<file path="config.mk">
export PLATFORM = sky130hd
export DESIGN_NAME = base64_stream_codec
export DESIGN_NICKNAME = d
export VERILOG_FILES = /design/src/hw/rtl/b64_pkg.sv /design/src/hw/rtl/b64_step.sv /design/src/hw/rtl/b64_serial.sv /design/src/hw/rtl/base64_stream_codec.sv
export SDC_FILE = /design/constraint.sdc
export NUM_CORES = 1
export LEC_CHECK = 0
export BUFFER_PORTS_ARGS = -buffer_cell sky130_fd_sc_hd__buf_2
export CORE_ASPECT_RATIO = 0.6
export CORE_MARGIN = 2
export CORE_UTILIZATION = 65
export DETAILED_ROUTE_END_ITERATION = 7
export PLACE_DENSITY = 0.83
export SETUP_SLACK_MARGIN = 0.2
export SYNTH_ARGS = -nofsm -noshare
export SYNTH_HDL_FRONTEND = slang
export SYNTH_SLANG_ARGS = --single-unit
export TNS_END_PERCENT = 1
</file>
<file path="constraint.sdc">
create_clock -name clk_i -period 6.7 [get_ports clk_i]
set_input_delay 0.67 -clock clk_i [delete_from_list [all_inputs] [get_ports clk_i]]
set_output_delay 0.67 -clock clk_i [all_outputs]
set_load 0.03 [all_outputs]
</file>
<file path="src/hw/rtl/b64_pkg.sv">
// Shared types, constants and alphabet functions for the base64 stream codec.
package b64_pkg;

  localparam logic [7:0] PadChar   = 8'h3D;  // '='
  localparam logic [7:0] CharUpA   = 8'h41;  // 'A'
  localparam logic [7:0] CharUpZ   = 8'h5A;  // 'Z'
  localparam logic [7:0] CharLoA   = 8'h61;  // 'a'
  localparam logic [7:0] CharLoZ   = 8'h7A;  // 'z'
  localparam logic [7:0] CharZero  = 8'h30;  // '0'
  localparam logic [7:0] CharNine  = 8'h39;  // '9'
  localparam logic [7:0] CharPlus  = 8'h2B;  // '+'
  localparam logic [7:0] CharSlash = 8'h2F;  // '/'

  localparam logic ModeEncode = 1'b0;
  localparam logic ModeDecode = 1'b1;

  localparam int unsigned MaxBurst = 4;

  // Input request payload
  typedef struct packed {
    logic       mode;
    logic [7:0] in_byte;
    logic       in_last;
  } in_t;

  // Result payload
  typedef struct packed {
    logic [7:0] out_byte;
    logic       has_data;
    logic       run_last;
    logic       message_end;
  } out_t;

  // Codec state carried between requests
  typedef struct packed {
    logic [23:0] group_bits;
    logic [1:0]  group_count;
    logic        decode_stopped;
  } state_t;

  // Group of results caused by one request, slot 0 goes out first
  typedef struct packed {
    logic [MaxBurst-1:0][7:0] bytes;
    logic [2:0]               cnt;
    logic                     has_data;
    logic                     msg_end;
  } burst_t;

  // Six-bit value to alphabet character
  function automatic logic [7:0] enc_char(input logic [5:0] v);
    logic [7:0] w;
    w = {2'b00, v};
    if (v < 6'd26) begin
      enc_char = CharUpA + w;
    end else if (v < 6'd52) begin
      enc_char = CharLoA + (w - 8'd26);
    end else if (v < 6'd62) begin
      enc_char = CharZero + (w - 8'd52);
    end else if (v == 6'd62) begin
      enc_char = CharPlus;
    end else begin
      enc_char = CharSlash;
    end
  endfunction

  // Character to {valid, six-bit value}
  function automatic logic [6:0] dec_val(input logic [7:0] c);
    logic [7:0] d;
    d = 8'd0;
    dec_val = 7'd0;
    if (c >= CharUpA && c <= CharUpZ) begin
      d = c - CharUpA;
      dec_val = {1'b1, d[5:0]};
    end else if (c >= CharLoA && c <= CharLoZ) begin
      d = c - CharLoA + 8'd26;
      dec_val = {1'b1, d[5:0]};
    end else if (c >= CharZero && c <= CharNine) begin
      d = c - CharZero + 8'd52;
      dec_val = {1'b1, d[5:0]};
    end else if (c == CharPlus) begin
      dec_val = {1'b1, 6'd62};
    end else if (c == CharSlash) begin
      dec_val = {1'b1, 6'd63};
    end
  endfunction

endpackage

</file>
<file path="src/hw/rtl/b64_step.sv">
// Per-request codec logic: next state and the burst of results for one element.
module b64_step (
  input  b64_pkg::in_t    req_i,
  input  b64_pkg::state_t st_i,
  output b64_pkg::state_t st_o,
  output b64_pkg::burst_t burst_o
);
  import b64_pkg::*;

  logic [1:0]  enc_cnt;
  logic [23:0] enc_bits;
  logic [23:0] flush_v;
  logic [6:0]  dv;
  logic [23:0] dec_bits;
  logic [1:0]  new_cnt;

  always_comb begin
    st_o          = st_i;
    burst_o       = '0;
    enc_cnt       = (st_i.group_count > 2'd2) ? 2'd2 : st_i.group_count;
    enc_bits      = {st_i.group_bits[15:0], req_i.in_byte};
    dv            = dec_val(req_i.in_byte);
    dec_bits      = {st_i.group_bits[17:0], dv[5:0]};
    flush_v       = '0;
    new_cnt       = '0;

    if (req_i.mode == ModeEncode) begin
      // Encode: gather bytes, four characters per full group
      st_o.group_bits = enc_bits;
      if (enc_cnt == 2'd2) begin
        burst_o.bytes[0] = enc_char(enc_bits[23:18]);
        burst_o.bytes[1] = enc_char(enc_bits[17:12]);
        burst_o.bytes[2] = enc_char(enc_bits[11:6]);
        burst_o.bytes[3] = enc_char(enc_bits[5:0]);
        burst_o.cnt      = 3'd4;
        st_o.group_bits  = '0;
        st_o.group_count = 2'd0;
      end else begin
        new_cnt          = enc_cnt + 2'd1;
        st_o.group_count = new_cnt;
        // Flush of a partial group, zero-filled and padded
        if (req_i.in_last) begin
          flush_v = (new_cnt == 2'd1) ? {enc_bits[7:0], 16'd0} : {enc_bits[15:0], 8'd0};
          burst_o.bytes[0] = enc_char(flush_v[23:18]);
          burst_o.bytes[1] = enc_char(flush_v[17:12]);
          burst_o.bytes[2] = (new_cnt == 2'd2) ? enc_char(flush_v[11:6]) : PadChar;
          burst_o.bytes[3] = PadChar;
          burst_o.cnt      = 3'd4;
        end
      end
    end else begin
      // Decode: four characters give three bytes
      new_cnt = st_i.group_count;
      if (!st_i.decode_stopped) begin
        if (!dv[6]) begin
          st_o.decode_stopped = 1'b1;
        end else if (st_i.group_count == 2'd3) begin
          burst_o.bytes[0] = dec_bits[23:16];
          burst_o.bytes[1] = dec_bits[15:8];
          burst_o.bytes[2] = dec_bits[7:0];
          burst_o.cnt      = 3'd3;
          st_o.group_bits  = '0;
          st_o.group_count = 2'd0;
          new_cnt          = 2'd0;
        end else begin
          st_o.group_bits  = dec_bits;
          new_cnt          = st_i.group_count + 2'd1;
          st_o.group_count = new_cnt;
        end
      end
      // Flush of a partial group: k characters give k-1 bytes
      if (req_i.in_last) begin
        if (new_cnt == 2'd2) begin
          burst_o.bytes[0] = st_o.group_bits[11:4];
          burst_o.cnt      = 3'd1;
        end else if (new_cnt == 2'd3) begin
          burst_o.bytes[0] = st_o.group_bits[17:10];
          burst_o.bytes[1] = st_o.group_bits[9:2];
          burst_o.cnt      = 3'd2;
        end
      end
    end

    burst_o.has_data = 1'b1;
    if (req_i.in_last) begin
      // Empty end marker when the last element gives no data
      if (burst_o.cnt == 3'd0) begin
        burst_o.bytes    = '0;
        burst_o.cnt      = 3'd1;
        burst_o.has_data = 1'b0;
      end
      burst_o.msg_end = 1'b1;
      st_o            = '0;
    end
  end

endmodule

</file>
<file path="src/hw/rtl/b64_serial.sv">
// Result buffer that sends a burst of up to four results one per cycle while out_ready_i is high.
module b64_serial (
  input  logic             clk_i,
  input  logic             rst_ni,
  input  logic             load_i,
  input  b64_pkg::burst_t  burst_i,
  output logic             free_o,
  output logic             out_valid_o,
  input  logic             out_ready_i,
  output b64_pkg::out_t    out_data_o
);
  import b64_pkg::*;

  logic       valid_q, valid_d;
  logic [1:0] idx_q, idx_d;
  burst_t     buf_q;
  logic       at_end;

  assign at_end = ({1'b0, idx_q} == (buf_q.cnt - 3'd1));
  assign free_o = !valid_q || (out_ready_i && at_end);

  // Buffer control
  always_comb begin
    valid_d = valid_q;
    idx_d   = idx_q;
    if (valid_q && out_ready_i) begin
      idx_d = idx_q + 2'd1;
      if (at_end) begin
        valid_d = 1'b0;
      end
    end
    if (load_i) begin
      valid_d = 1'b1;
      idx_d   = 2'd0;
    end
  end

  always_ff @(posedge clk_i or negedge rst_ni) begin
    if (!rst_ni) begin
      valid_q <= 1'b0;
      idx_q   <= 2'd0;
    end else begin
      valid_q <= valid_d;
      idx_q   <= idx_d;
    end
  end

  always_ff @(posedge clk_i) begin
    if (load_i) begin
      buf_q <= burst_i;
    end
  end

  // Output view of the current slot
  assign out_valid_o             = valid_q;
  assign out_data_o.out_byte     = buf_q.bytes[idx_q];
  assign out_data_o.has_data     = buf_q.has_data;
  assign out_data_o.run_last     = at_end;
  assign out_data_o.message_end  = at_end && buf_q.msg_end;

endmodule

</file>
<file path="src/hw/rtl/base64_stream_codec.sv">
// Top level of the streaming base64 encoder/decoder.
//
//  channel  | signals                              | payload
//  ---------+--------------------------------------+----------------
//  input    | in_valid_i / in_ready_o              | in_data_i  (in_t)
//  output   | out_valid_o / out_ready_i            | out_data_o (out_t)
//
// A request is registered, then worked in one pass into a burst of 0 to 4
// results; the burst buffer sends one result per cycle while not stalled.
// When encoding, the sustained rate is set by the single output port.
// Reset clears the valid flags and the codec state.
// A stalled output holds the burst; requests with no results still pass, and
// the input register holds the next request that has results.
module base64_stream_codec (
  input  logic           clk_i,
  input  logic           rst_ni,
  input  logic           in_valid_i,
  output logic           in_ready_o,
  input  b64_pkg::in_t   in_data_i,
  output logic           out_valid_o,
  input  logic           out_ready_i,
  output b64_pkg::out_t  out_data_o
);
  import b64_pkg::*;

  logic   req_valid_q, req_valid_d;
  in_t    req_q;
  state_t st_q, st_d;
  burst_t burst;
  logic   free;
  logic   step_en;

  // Work on the held request once the burst buffer can take its results;
  // a request with no results goes through at once
  assign step_en     = req_valid_q && (free || (burst.cnt == 3'd0));
  assign in_ready_o  = !req_valid_q || step_en;

  always_comb begin
    req_valid_d = req_valid_q;
    if (step_en) begin
      req_valid_d = 1'b0;
    end
    if (in_valid_i && in_ready_o) begin
      req_valid_d = 1'b1;
    end
  end

  always_ff @(posedge clk_i or negedge rst_ni) begin
    if (!rst_ni) begin
      req_valid_q <= 1'b0;
      st_q        <= '0;
    end else begin
      req_valid_q <= req_valid_d;
      if (step_en) begin
        st_q <= st_d;
      end
    end
  end

  always_ff @(posedge clk_i) begin
    if (in_valid_i && in_ready_o) begin
      req_q <= in_data_i;
    end
  end

  b64_step u_step (
    .req_i   (req_q),
    .st_i    (st_q),
    .st_o    (st_d),
    .burst_o (burst)
  );

  b64_serial u_serial (
    .clk_i       (clk_i),
    .rst_ni      (rst_ni),
    .load_i      (step_en && (burst.cnt != 3'd0)),
    .burst_i     (burst),
    .free_o      (free),
    .out_valid_o (out_valid_o),
    .out_ready_i (out_ready_i),
    .out_data_o  (out_data_o)
  );

endmodule

</file>
==> results of run 1 <==
==> worst max-delay path by stage <==
stage                         from                  to  slack (ps)  depth (start not counted)
final                     req_q[3]          in_ready_o        1510                         11
after floorplan           req_q[8]   u_serial.buf_q[0]        1910                         12
after global routing      req_q[3]          in_ready_o        1250                         11
after global placement    req_q[3]  u_serial.buf_q[12]        2020                          9
after CTS                 req_q[3]          in_ready_o        1630                         11
after detailed placement  req_q[3]   u_serial.buf_q[5]        1860                          9
==> power breakdown <==
part / total, mW / internal (mW) / switching (mW)
clock: 0.479 / 0.258 / 0.222
combinational: 3.10 / 1.15 / 1.94
sequential: 0.976 / 0.674 / 0.302
total: 4.55 / 2.09 / 2.47
==> metal layers <==
layer | up-vias | global-route usage (%)
met5 | - | 0
met3 | 77 | 14.1
met2 | 672 | 49.4
met4 | 2 | 5.63
li1 | 3535 | -
met1 | 3650 | 58.5
==> state kept, by name, summed over array words and instances (netlist names) <==
signal and cells:
u_serial.out_data_o 1, st_q 21, u_serial.idx_q 2, req_valid_q 1
req_q 10, u_serial.buf_q 36, u_serial.out_valid_o 1
==> cell families (layout without fill, tap and decap cells) <==
| logic type | count (synthesis) | after routing |
|---|---|---|
| buffers and inverters | 110 | 95 |
| adder cells (fa/ha/maj) | 76 | 76 |
| XOR/XNOR | 80 | 80 |
| AND/OR/NAND/NOR | 292 | 292 |
| other | 0 | 1 |
| multiplexers | 38 | 38 |
| AO/OA/AOI/OAI | 309 | 309 |
| flip-flops | 72 | 72 |
==> final cells by class <==
| type | instances | area share (%) |
|---|---|---|
| sequential | 72 | 24.0 |
| clock inverter | 7 | 0.707 |
| antenna | 1 | 0.0295 |
| tap | 165 | 2.43 |
| timing repair buffer | 35 | 2.33 |
| inverter | 44 | 1.94 |
| clock buffer | 9 | 2.65 |
| multi-input combinational | 795 | 65.9 |
==> cell usage in the layout, fill, tap and decap left out, types with 14 or more instances in the layout <==
master,instances
nand2_1,103
nor2_1,85
a21oi_1,83
ha_1,76
o21ai_0,49
xnor2_1,49
edfxtp_1,47
inv_1,44
xor2_1,31
buf_2,26
dfrtp_1,25
nand3_1,21
mux2i_1,21
nor3_1,17
nor2b_1,14
a31oi_1,14
a221oi_1,14
==> worst reg2reg max path, cell delays in order (launching register included) <==
cell and delay (ps):
edfxtp_1 790, inv_1 310, ha_1 360, a21o_1 260, a21o_1 190, a221o_1 410
a21boi_4 200, a21oi_1 670, nand2_1 350, a21oi_4 1000
==> per-stage QoR <==
| step | std cells | worst slack, ps | hold slack [ps] | utilization (%) | area, sq um |
|---|---|---|---|---|---|
| floorplan | 977 | 1910 | 374 | - | 8070 |
| global placement | 1111 | 2020 | 531 | 67.8 | 8210 |
| detailed placement | 1111 | 1860 | 550 | 67.8 | 8210 |
| CTS | 1127 | 1630 | 376 | 70.2 | 8490 |
| global route | 1127 | 1250 | 383 | 70.2 | 8490 |
| finish | 1128 | 1510 | 363 | 70.2 | 8490 |
==> run metrics, run 1 <==
CTS tree=done; count leader, synth=nand2_1; crit-path leading delay family=compound AO/OA/AOI/OAI gates; status=complete, no violations; H-tree levels=3; reg-to-reg slack, setup=1760 ps; routed vias=7936; Setup TNS=0 ps; crit end category=output port; Detailed Route Iter0 Violations=1556; Max Cap Viol=0; worst path bufs/invs=2; FMAX=0.193 GHz; GRT Util Overall=37.5%; sequential fraction of the synthesis area=25.2%; area of the multi-input gates=0.00560 sq mm; row count=31; core box area=0.0121 sq mm; Fin Clk Skew=17.6 ps; Syn Std Cell Area=0.00807 sq mm; Synth async-reset ratio=34.7%; FF-to-FF Start=req_q[3]; yosys warns=0; Final Setup Violations=0; average size of a mapped cell=8.26 sq um; vias in the first global route=6921; post-cts sizing count=0; drt total wl=25.0 mm; I/O pin count=27; cells along the critical path=inv_1, ha_1, a21o_1, a21o_1, a221o_1, a21boi_4, a21oi_1, nand2_1, a21oi_1, nand2_1, buf_2; area share of fa/ha/maj cells after synthesis=11.8%; met2 wire length=9.42 mm; Total Power=4.55 mW; CTS clk-pin slew, worst paths=80 ps; hpwl dp=18.3 mm; RSZ-0062 raised after global routing=no; kind of critical path=flop to output port; Syn Inst Count=977; VDD IR max=256 uV; Simple-Gate Fraction of Synth Area=16.5%; root buffer cell=clkbuf_16; uppermost routed layer=met5; Die ar.=0.0134 sq mm; actual slew at the worst max-slew pin=1210 ps; post-synthesis xor/xnor area fraction=8.68%; WL/cell=22.2 um; Die X=148 um; DRT Pass-1 Iters=6; Synth top cells by count=nand2_1 (103), nor2_1 (85), a21oi_1 (84), ha_1 (76), clkbuf_1 (50); clk sink count=72; Worst Reg-to-Reg Cells=9; initial antenna violation count=1; clock latency on the worst-skew pair=350 ps; max-slew violations=0; Worst path slowest cell=edfxtp_1; Fin. Hold Viols=0; worst r2r dst=u_serial.buf_q[33]; post-route ant nets=0; CP Data Arrival Time=4520 ps; number of synthesized flops with an enable pin=47; Longest Clk Path Bufs=2; CP peak stage delay=790 ps; main combinational cell family by area after synthesis=compound AO/OA/AOI/OAI gates; # Post-CTS Setup Buffers=0; Initial Util=66.7%; Die Ht=90.3 um; layout cells sized above 1=9.36%; DR vias/cell=7.04; Placer Congestion=1.01; Yosys top cell area share=17.5%; Sequential Area=0.00204 sq mm; Synth Net Count=1067; WL met1=10.9 mm; Area contributors post-synth=edfxtp_1 (17%), ha_1 (12%), dfrtp_1 (7.8%); PD cells=536 mW/mm^2; remaining global-route overflow=0; Final Critical Period=5190 ps; compound-cell area share of the yosys netlist=26.1%; Synth cell types=76; Req. time, crit path=6030 ps; Post-synth top flop=edfxtp_1; Leak Pwr=3.33 nW; Layout Nets=1047; DR DRC count=0; Synth Register Bits=72; Port Buf Inserts=26; largest area contributor in the synthesized netlist=edfxtp_1; worst rel slew slack=18.5%; CTS buffer count=9; cts hold-fix bufs=0; metal3 WL=4.20 mm; first-pass GRT wire length=39.1 mm; Final Cycle Share=77.5%; post-synthesis to final-layout area growth=5.26%; worst-path fanout max=19; Min-Delay Path Class=primary input to asynchronous set/reset pin; post-synthesis mux area share=6.12%; largest net degree at the start of global routing=41; fillers=970; element type at the critical path start=flop
Note: power is estimated with default switching activity, not from simulation.
==> run 2, diff against run 1 <==
==> constraint.sdc (replaced) <==
create_clock -name clk_i -period 4.9 [get_ports clk_i]
set_input_delay 0.49 -clock clk_i [delete_from_list [all_inputs] [get_ports clk_i]]
set_output_delay 0.49 -clock clk_i [all_outputs]
set_load 0.03 [all_outputs]
==> run 2 against run 1 <==
Compared with the run above: sequential cell count stayed put; combinational power up 40%; global-route usage increased by 1.5 points; clock power is 61% higher; wire length increased by 4.6%; hold slack lost 190 ps; clock skew is 5.3 ps lower; cell count up 1.2%; critical path depth down 1; power is 42% higher; critical path type unchanged; critical endpoint unchanged; largest power group unchanged.
==> run metrics, run 2 (synthesized netlist as in run 1, its figures left out) <==
core box area=0.0121 sq mm (unchanged); kind of critical path=flop to output port; CTS buffer count=9 (unchanged); routed vias=8016 (+1.0%); Detailed Route Iter0 Violations=1317 (-15%); most frequent cells in the layout=nand2_1 (103), nor2_1 (85), a21oi_1 (83); Longest Clk Path Bufs=2 (unchanged); post-route ant nets=0 (unchanged); RSZ-0062 raised after global routing=no; remaining global-route overflow=0 (unchanged); Layout Nets=1060 (+1.2%); Fin Clk Skew=12.2 ps (-5.34 ps); clock latency on the worst-skew pair=340 ps (about the same); max reg flops=36 (unchanged); actual slew at the worst max-slew pin=1160 ps (-56.5 ps); crit-path leading delay family=compound AO/OA/AOI/OAI gates; DRT Pass-1 Iters=7 (+1); cts hold-fix bufs=0 (unchanged); worst rel slew slack=22.5% (+4.0 points); H-tree levels=3 (unchanged); Top reg by flops=u_serial.buf_q; DR DRC count=0 (unchanged); commonest non-fill, non-tap cell in the layout=nand2_1; Initial Util=66.7% (unchanged); first-pass GRT wire length=40.4 mm (+3.4%); drt total wl=26.1 mm (+4.6%); Fin. Hold Viols=0 (unchanged); Placed Cells=1124 (+1.2%); FMAX=0.240 GHz; non-filler cells, final=1141 (+1.2%); Worst path slowest cell=edfxtp_1; CP peak stage delay=600 ps (-190 ps); CTS tree=done; initial antenna violation count=3 (+2); post-synthesis to final-layout area growth=7.19%; final worst setup slack=734 ps (-772 ps); worst path bufs/invs=2 (unchanged); Setup TNS=0 ps (unchanged); Final Critical Period=4170 ps; Final Cycle Share=85.0%; pre-CTS WS=872 ps (-984 ps); Top Registers=u_serial.buf_q x36, st_q x21, req_q x10; DR vias/cell=7.03 (-0.14%); element type at the critical path start=flop; I/O pin count=27 (unchanged); Min-Delay Path Class=primary input to asynchronous set/reset pin; PD cells=745 mW/mm^2 (+39%); WL/cell=22.9 um (+3.4%); Port Buf Inserts=26 (unchanged); # Post-CTS Setup Buffers=0 (unchanged); status=complete, no violations; crit end category=output port; VDD IR max=419 uV (+64%); row count=31 (unchanged); Placer Congestion=1.06 (+4.9%); Die Ht=90.3 um (unchanged); Leak Pwr=3.42 nW (+2.9%); GRT Util Overall=39.0% (+1.5 points); vias in the first global route=6999 (+1.1%); clk sink count=72 (unchanged); CP Data Arrival Time=3680 ps (-840 ps); worst-path fanout max=11 (-8); Die X=148 um (unchanged); post-cts sizing count=0 (unchanged); Final Setup Violations=0 (unchanged); Req. time, crit path=4410 ps (-1620 ps); cells along the critical path=inv_1, ha_1, a21boi_0, a221o_1, a21boi_4, a21oi_1, nand2_1, a21oi_1, nand2_1, buf_2; hpwl dp=19.4 mm (+6.3%); layout cells sized above 1=10.5% (+1.1 points); max-slew violations=0 (unchanged); WHS=171 ps (-192 ps); final core utilization=71.5% (+1.3 points); largest net degree at the start of global routing=40 (-2.4%); Die ar.=0.0134 sq mm (unchanged); CTS clk-pin slew, worst paths=70 ps (about the same); root buffer cell=clkbuf_16; Max Cap Viol=0 (unchanged)
==> run 2: routing by layer <==
| layer | global-route usage [%] | vias to the layer above | part of all wire [%] | wire (um) |
|---|---|---|---|---|
| li1 | - | 3578 | - | - |
| met1 | 60.6 | 3672 | 43 | 11100 |
| met2 | 49.2 | 681 | 37 | 9680 |
| met3 | 15.9 | 79 | 18 | 4600 |
| met4 | 9.05 | 6 | 2.5 | 647 |
| met5 | 0 | - | 0.19 | 50 |
==> run 2: final timing paths <==
check / startpoint / endpoint / slack [ps] / cells after the start
worst max-delay path: req_q[4] / in_ready_o / 730 / 10
worst min-delay path: rst_ni / st_q[16] / 170 / 1
worst max register to register: st_q[1] / u_serial.buf_q[10] / 740 / 12
worst min register to register: u_serial.out_valid_o / u_serial.out_valid_o / 590 / 1
max in group asynchronous: rst_ni / st_q[10] / 4290 / 1
min in group clk_i: in_data_i[4] / req_q[4] / 330 / 1
==> run 2: cell type report <==
type                    instances  area (sq um)
flip-flops and latches         72          2040
diodes                          1          2.50
fillers                       990          3450
multi-input cells             795          5600
clock buffers                  10           229
repair buffers                 48           295
inverters                      44           165
clock inverters                 6           115
well taps                     165           206
==> run 2: per-stage QoR <==
step                      power [mW]  area (sq um)
final                           6.44          8650
after global routing            6.81          8650
after CTS                       6.24          8650
after detailed placement        5.43          8300
after global placement          5.37          8300
after floorplan                 4.35          8070
==> run 2: report_power, final <==
part	internal [mW]	total, mW	switching [mW]	leakage, nW
Combinational	1.63	4.34	2.71	2.51
Clock	0.500	0.772	0.272	0.163
Sequential	0.920	1.33	0.413	0.749
==> run 3, diff against run 2 <==
--- a/config.mk
+++ b/config.mk
@@ -8,9 +8,9 @@
 export BUFFER_PORTS_ARGS = -buffer_cell sky130_fd_sc_hd__buf_2
 export CORE_ASPECT_RATIO = 0.6
 export CORE_MARGIN = 2
-export CORE_UTILIZATION = 65
+export CORE_UTILIZATION = 58
 export DETAILED_ROUTE_END_ITERATION = 7
-export PLACE_DENSITY = 0.83
+export PLACE_DENSITY = 0.78
 export SETUP_SLACK_MARGIN = 0.2
 export SYNTH_ARGS = -nofsm -noshare
 export SYNTH_HDL_FRONTEND = slang
==> constraint.sdc (replaced) <==
create_clock -name clk_i -period 3.3 [get_ports clk_i]
set_input_delay 0.33 -clock clk_i [delete_from_list [all_inputs] [get_ports clk_i]]
set_output_delay 0.33 -clock clk_i [all_outputs]
set_load 0.03 [all_outputs]
==> run 3 against run 2 <==
Compared with the run above: hold slack got worse by 170 ps; first-iteration DRC count fell by 6.5%; sequential share of layout area fell by 2.0 points; non-clock buffer count rose by 78; combinational power rose by 70%; critical path depth rose by 1; sequential cell count did not move; critical path type unchanged; via count rose by 2.5%; clock skew fell by 3.2 ps.
==> run metrics, run 3 (synthesized netlist as in run 1, its figures left out) <==
CTS buffer count=9 (unchanged); Final Critical Period=3120 ps; worst rel slew slack=37.0% (+14 points); uppermost routed layer=met5; DR vias/cell=6.69 (-4.8%); Min-Delay Path Class=primary input to asynchronous set/reset pin; H-tree levels=3 (unchanged); hpwl dp=20.6 mm (+6.0%); routed vias=8219 (+2.5%); Total Power=10.2 mW (+58%); worst r2r dst=u_serial.buf_q[5]; FMAX=0.321 GHz; root buffer cell=clkbuf_16; Final Cycle Share=94.5%; CTS tree=done; Fin. Hold Viols=0 (unchanged); CP Data Arrival Time=2790 ps (-890 ps); Fin Clk Skew=9.00 ps (-3.25 ps); Die ar.=0.0149 sq mm (+12%); final core utilization=69.2% (-2.3 points); remaining global-route overflow=0 (unchanged); DR DRC count=0 (unchanged); Max Cap Viol=0 (unchanged); Longest Clk Path Bufs=2 (unchanged); Req. time, crit path=2970 ps (-1440 ps); largest net degree at the start of global routing=32 (-20%); WL/cell=22.0 um (-3.8%); core box area=0.0136 sq mm (+13%); FF-to-FF Start=req_q[4]; met2 wire length=10.1 mm (+4.7%); GRT Util Overall=36.6% (-2.4 points); RSZ-0062 raised after global routing=yes; cts hold-fix bufs=0 (unchanged); initial antenna violation count=1 (-2); Die Ht=95.4 um (+5.6%); post-route ant nets=0 (unchanged); drt total wl=27.1 mm (+3.6%); reg-to-reg slack, setup=230 ps (-510 ps); max-slew violations=0 (unchanged); Leak Pwr=3.83 nW (+12%); Final Setup Violations=0 (unchanged); layout cells sized above 1=20.2% (+9.8 points); vias in the first global route=7285 (+4.1%); Setup TNS=0 ps (unchanged); CTS clk-pin slew, worst paths=70 ps (about the same); I/O pin count=27 (unchanged); max reg flops=36 (unchanged); kind of critical path=flop to output port; Die X=156 um (+5.7%); actual slew at the worst max-slew pin=945 ps (-211 ps); row count=33 (+6.5%); Worst path slowest cell=edfxtp_1; cells along the critical path=ha_4, a21o_1, a21o_1, a221o_1, a21boi_4, buf_6, a21oi_4, nand2_4, a21oi_4, nand2_1, buf_6; worst-path fanout max=6 (-5); Layout Nets=1138 (+7.4%); Top Registers=u_serial.buf_q x36, st_q x21, req_q x10; Port Buf Inserts=26 (unchanged); VDD IR max=449 uV (+7.2%); WL met1=12.1 mm (+8.5%); Placer Congestion=1.07 (+0.94%); clk sink count=72 (unchanged); PD cells=1080 mW/mm^2 (+45%); crit end category=output port; Worst Reg-to-Reg Cells=9 (-3); element type at the critical path start=flop; first-pass GRT wire length=41.2 mm (+1.9%); most frequent cells in the layout=nand2_1 (102), buf_4 (94), nor2_1 (83); commonest non-fill, non-tap cell in the layout=nand2_1; fillers=1097 (+11%); status=complete, no violations; Top reg by flops=u_serial.buf_q; Initial Util=59.2% (-7.5 points); metal3 WL=4.25 mm (-7.6%); clock latency on the worst-skew pair=350 ps (about the same); CP peak stage delay=540 ps (-60 ps); Detailed Route Iter0 Violations=1231 (-6.5%); post-synthesis to final-layout area growth=16.9%; DRT Pass-1 Iters=7 (unchanged)
run 3: through the flow:
step	setup slack [ps]	hold WS, ps	cell area [sq um]	instances
after CTS	161	42.8	9200	1217
after global routing	101	41.0	9430	1228
after detailed placement	91.9	393	8880	1201
final	180	2.44	9430	1229
after global placement	223	384	8880	1201
after floorplan	78.2	34.4	8110	977
run 3: how the worst max path moves through the flow:
stage,start,depth (start not counted),end
floorplan,req_q[3],10,u_serial.buf_q[0]
global route,req_q[4],11,in_ready_o
global placement,req_q[2],11,u_serial.buf_q[14]
detailed placement,req_q[2],11,u_serial.buf_q[14]
finish,req_q[4],11,in_ready_o
CTS,req_q[2],12,in_ready_o
run 3: where the power goes:
part,switching [mW],internal (mW)
combinational,4.44,2.95
clock,0.432,0.595
sequential,0.393,1.37
total,5.27,4.92
run 3: layout make-up:
type	instances	area [sq um]	area share (%)
sequential	72	2040	21.6
inverter	44	165	1.75
antenna	1	2.50	0.0265
clock inverter	7	80.1	0.849
multi-input combinational	795	5770	61.1
tap	175	219	2.32
clock buffer	9	225	2.39
timing repair buffer	126	936	9.92
run 3: worst max-delay path, delay by kind of cell (launching register included):
kind	cells	cell delay [ps]
AO/OA/AOI/OAI	6	1170
flip-flops	1	540
buffers and inverters	2	280
adder cells (fa/ha/maj)	1	260
AND/OR/NAND/NOR	2	180
run 3: what timing repair did:
item | CTS | global route
setup endpoints to repair | 6 | 34
setup buffers | 0 | 11
endpoints found under the hold margin | 0 | 0
pin swaps | 0 | 8
gates resized for setup | 4 | 35
run 3: routing by layer:
metal | track usage (%) | vias to the layer above
met5 | 3.40 | -
li1 | - | 3738
met4 | 7.03 | 4
met1 | 55.7 | 3790
met3 | 14.3 | 80
met2 | 47.8 | 607
